[config.mk]
export PLATFORM = sky130hd
export DESIGN_NAME = mws2d_ctrl
export DESIGN_NICKNAME = d
export VERILOG_FILES = /design/src/hdl/mws2d_pkg.sv /design/src/hdl/mws2d_ctrl.sv
export SDC_FILE = /design/constraint.sdc
export NUM_CORES = 1
export LEC_CHECK = 0
export ABC_AREA = 1
export BUFFER_PORTS_ARGS = -buffer_cell sky130_fd_sc_hd__buf_2
export CAP_MARGIN = 40
export CORE_AREA = 3 3 40 42
export DETAILED_ROUTE_END_ITERATION = 10
export DIE_AREA = 0 0 43 45
export GPL_TIMING_DRIVEN = 0
export SYNTH_ARGS = -nofsm -noshare
export SYNTH_HDL_FRONTEND = slang
export SYNTH_SLANG_ARGS = --single-unit
[constraint.sdc]
create_clock -name clock -period 1.5 [get_ports clock]
set_input_delay 0.45 -clock clock [delete_from_list [all_inputs] [get_ports clock]]
set_output_delay 0.45 -clock clock [all_outputs]
set_load 0.02 [all_outputs]
[src/hdl/mws2d_pkg.sv]
package mws2d_pkg;
   localparam int N_MAX = 128;
   localparam int IDX_W = 8;
   localparam int ADDR_W = 14;
   localparam int SUM_W = 32;
   localparam logic [SUM_W-1:0] NO_WINDOW = 32'h88CA_6C00;
   localparam logic [1:0] CSR_SIZE = 2'd0;
   localparam logic [1:0] CSR_HEIGHT = 2'd1;
   localparam logic [1:0] CSR_WIDTH = 2'd2;

   typedef struct packed {
      logic load;
      logic restart;
      logic search_start;
   } cmd_type;

   typedef struct packed {
      logic last_cell;
      logic load_done;
      logic search_done;
   } status_type;
endpackage

[src/hdl/mws2d_ctrl.sv]
module mws2d_ctrl (
   input  logic                   clock,
   input  logic                   reset,
   input  logic                   req_valid,
   output logic                   req_ready,
   output logic                   rsp_valid,
   input  logic                   rsp_ready,
   input  logic                   csr_valid,
   output logic                   csr_ready,
   input  logic                   size_write,
   output mws2d_pkg::cmd_type     cmd,
   input  mws2d_pkg::status_type  status
);
   localparam logic [1:0] S_IDLE = 2'd0;
   localparam logic [1:0] S_LOAD = 2'd1;
   localparam logic [1:0] S_SEARCH = 2'd2;
   localparam logic [1:0] S_RESULT = 2'd3;

   logic [1:0] state_ff, state_in;
   logic       last_ff, last_in;

   always_comb begin
      state_in = state_ff;
      last_in = last_ff;
      cmd = '0;
      cmd.restart = size_write;
      // A register write goes ahead of a waiting cell so the two never share an edge.
      csr_ready = (state_ff == S_IDLE);
      req_ready = (state_ff == S_IDLE) && !csr_valid;
      rsp_valid = (state_ff == S_RESULT);
      case (state_ff)
         S_IDLE: if (req_valid && req_ready) begin
            last_in = status.last_cell;
            state_in = S_LOAD;
            cmd.load = 1'b1;
         end
         S_LOAD: begin
            cmd.load = 1'b1;
            if (status.load_done) begin
               if (last_ff) begin
                  cmd.search_start = 1'b1;
                  state_in = S_SEARCH;
               end else begin
                  state_in = S_IDLE;
               end
            end
         end
         S_SEARCH: if (status.search_done) state_in = S_RESULT;
         S_RESULT: if (rsp_ready) state_in = S_IDLE;
         default: state_in = S_IDLE;
      endcase
   end

   always_ff @(posedge clock) begin
      if (reset) begin
         state_ff <= S_IDLE;
         last_ff <= 1'b0;
      end else begin
         state_ff <= state_in;
         last_ff <= last_in;
      end
   end
endmodule
== After elaboration in Yosys (flattened, before gate mapping) ==
Index checks and enable logic that the tools add are counted.

* Flip-flop bits (word level): 3
* Bits of input ports: 9
* Output and inout bits: 6

* Equal/unequal tests: 7
* Muxes and demuxes: 11
* Reduce and logical (&&, ||, !) cells: 6

{| class="wikitable"
|+ Operator list
! kind !! number
|-
| 2-bit 2-to-1 mux || 5
|-
| 2-bit case mux with 4 select lines || 1
|-
| 2-bit == test, second input constant || 2
|-
| 1-bit 2-to-1 mux || 4
|-
| 2-bit by 1-bit != test with 1-bit output, second input constant || 2
|-
| 2-bit != test, second input constant || 2
|-
| 4-bit AND reduction || 1
|-
| 2-bit by 1-bit == test with 1-bit output, second input constant || 1
|-
| 1-bit logical AND || 2
|-
| 2-bit zero test || 1
|-
| 1-bit case mux with 2 select lines || 1
|-
| 2-bit AND reduction || 1
|-
| 1-bit zero test || 1
|}

== Depth between registers and ports, before layout ==
* Depth after elaboration: 5
* Gate-level depth with buffers: 8
* Mapped depth without buffers: 8

== Least setup slack after synthesis ==
OpenSTA, ideal clock, no wires.

* Kind: input port to output port
* From: input csr_valid
* To: output cmd[2] in the netlist's numbering
* Data arrival time: 1.088 ns
* Required time: 1.050 ns
* Setup slack: -0.038 ns
* Stages on the path: 3
* Path buffers: 0
* Cell sequence: nor3_2 nand2_1 nand2_1

{| class="wikitable"
|+ RTL lines
! element !! line !! RTL
|-
| from (decl) || mws2d_ctrl.sv:8 || <nowiki>input logic csr_valid,</nowiki>
|-
| to (decl) || mws2d_ctrl.sv:11 || <nowiki>output mws2d_pkg::cmd_type cmd,</nowiki>
|}

==> impl_metrics.yaml <==
sta:
  maxSlewHeadroom_pct: 88.6
  final_max_slew_viol_count: 0
  layout_setup_ws_ns: -0.0599
  rsz0062_at_grt: "true"
  hold_viol: 0
  finalSetupViolations: 1
  clock.fmax_mhz: 641
  fin_skew_ns: 0.000406
  fin_crit_ns: 1.56
  finalCritPeriodShare_pct: 104
  tightest_slew_ns: 0.170
critical_path:
  crit_cells: 7
  crit_required_ns: 1.05
  critPathKind: "flop to output pin"
  cp_top_family: "flip-flops"
  worstPathMaxFanout: 5
  cp.arrival_ns: 1.11
  worstRegToRegCells: 6
  max_stage_delay_ns: 0.37
  critPathBufInv: 4
  crit_chain: "inv_2, nor2_1, inv_1, nor2_1, nand2_1, inv_1, buf_6"
  slowest_stage: "dfxtp_4"
  crit_path_start_kind: "flop"
  end_kind: "output pin"
drt:
  viasPerCell: 3.78
  vias: 257
  drt_wl_total_um: 507
  dr.pass1.iters: 4
  wl_per_cell_um: 7.46
  drtIter0Drc: 2
  drc_errors: 0
  drtAntennaViolNets: 0
min_path:
  holdPathStages: 2
  hold_class: "primary input to flop"
pwr:
  powerDensity_mw_per_mm2: 1020
  p_switching_mw: 0.119
  intPower_mw: 0.251
  power.share.combinational_pct: 34.8
  pwr-share-seq_pct: 27.6
  netSwitchingFraction_pct: 32.2
  peakVddDrop_mv: 0.378
  clkPwrFrac_pct: 37.6
  leakagePower_nw: 0.193
logic_synthesis:
  synth_cells: 34
  ys_seq_elements: 3
  yosysSeqAreaShare_pct: 28.4
  netlist_area_um2: 211
  synth_cell_types: 13
  synth_nets: 43
  avgSynthCellArea_um2: 6.22
  yosysWarnings: 0
die:
  initial_core_util_pct: 16.5
  rows: 13
  die_h_um: 45
  die_area_mm2: 0.00194
  io_pins: 15
  die_w_um: 43
  core_area_mm2: 0.00128
clock_tree:
  clockBufferDepth: 2
  htreeDepth: 1
  clkSinkCount: 3
  cts_tree: "done"
  clk_latency_ns: 0.23
  numCtsBuffers: 3
  clk_pin_slew_ns: 0.03
  cts_root_buf: "clkbuf_4"
global_routing:
  grt_max_degree: 8
  grt_pass1_vias: 216
  grt_pass1_wl_um: 862
  antenna_found_initial: 0
  grt_use_total_pct: 6.67
  grt_overflow: 0
layout:
  finalNetCount: 63
  antenna_cells: 0
  drive_above_1_share_pct: 49.1
  layout_common_cells: "buf_2 (11), nand2_1 (8), inv_1 (6)"
  fillCellCount: 162
  layout_commonest_cell: "buf_2"
  fin_util_pct: 28.2
  syn2layout_area_growth_pct: 71.6
placed_design:
  portBuffers: 13
  post-place-ws_ns: 0.00275
  gp_congestion: 0.679
  hpwl_um: 394
flow_run:
  drv_cap: 0
run_status:
  violations: "setup timing"
  status: "finished with violations"
[worst reg2reg max path, stage by stage, from the launching register on]
cell and delay (ns):
dfxtp_4 0.36, buf_4 0.14, nand3b_1 0.07, nand2_1 0.06, nor2_2 0.11, nand2_1 0.07
nor3b_2 0.15
[power groups by stage]
stage / Combinational, mW / Sequential [mW] / Clock (mW)
after floorplan: 0.0736 / 0.100 / 0
after global placement: 0.106 / 0.102 / 0
after detailed placement: 0.106 / 0.102 / 0
after CTS: 0.125 / 0.103 / 0.148
after global routing: 0.144 / 0.104 / 0.162
final: 0.129 / 0.102 / 0.139
[timing repair]
item	4_1_cts	5_1_grt
hold buffers	0	0
setup buffers	2	0
pin swaps	2	3
setup endpoints to repair	2	2
cloned	0	0
gates resized for setup	8	1
[logic make-up (layout without fill, tap and decap cells)]
group,after synthesis,count (layout),share of synthesized area [%]
AOI/OAI and AO/OA,3,3,8.28
buffers and inverters,9,28,17.8
DFF,3,3,28.4
and+or+nand+nor,19,19,45.6
[layout make-up]
| type | count | area, um2 | area share, % |
|---|---|---|---|
| Clock buffer | 4 | 26.3 | 7.24 |
| Timing Repair Buffer | 15 | 92.6 | 25.5 |
| Sequential cell | 3 | 65.1 | 17.9 |
| Inverter | 8 | 30.0 | 8.28 |
| Multi-Input combinational cell | 22 | 123 | 33.8 |
| Tap cell | 15 | 18.8 | 5.17 |
| Buffer | 1 | 7.51 | 2.07 |
[synthesized netlist by cell type]
cell type	instances	area (um2)
a211oi_1	1	7.51
a21oi_1	1	5.00
buf_4	1	7.51
clkinv_1	1	3.75
dfxtp_1	3	60.1
inv_1	7	26.3
nand2_1	9	33.8
nand3b_1	2	15.0
nor2_1	5	18.8
nor2_2	1	6.26
nor3_2	1	10.0
nor3b_2	1	12.5
o21ai_1	1	5.00
[final timing paths]
kind,from,end,slack [ns]
max,state_ff[0]$_SDFFE_PP0P_,cmd[0],-0.06
min,reset,flop,0.41
min reg2reg,last_ff$_SDFFE_PP0P_,last_ff$_SDFFE_PP0P_,0.46
max reg2reg,state_ff[0]$_SDFFE_PP0P_,state_ff[0]$_SDFFE_PP0P_,0.44
[per-stage QoR]
step | power [mW] | instance area, um2 | std cells | TNS, ns | hold WS (ns)
after detailed placement | 0.208 | 302 | 62 | 0 | 0.457
after global placement | 0.208 | 302 | 62 | -0.00295 | 0.453
final | 0.370 | 363 | 68 | -0.0599 | 0.412
after floorplan | 0.174 | 218 | 34 | 0 | 0.438
after global routing | 0.409 | 363 | 68 | -0.252 | 0.392
after CTS | 0.376 | 359 | 68 | -0.0753 | 0.405
[routing by layer]
metal / track usage [%] / vias to the layer above / wire length (um) / share of wire [%]
li1: - / 138 / - / -
met1: 8.21 / 104 / 233 / 46
met2: 7.19 / 13 / 185 / 36
met3: 6.37 / 2 / 78 / 15
met4: 3.61 / 0 / 9 / 1.8
met5: 0 / - / 0 / 0
Note: power is estimated with default switching activity, not from simulation.
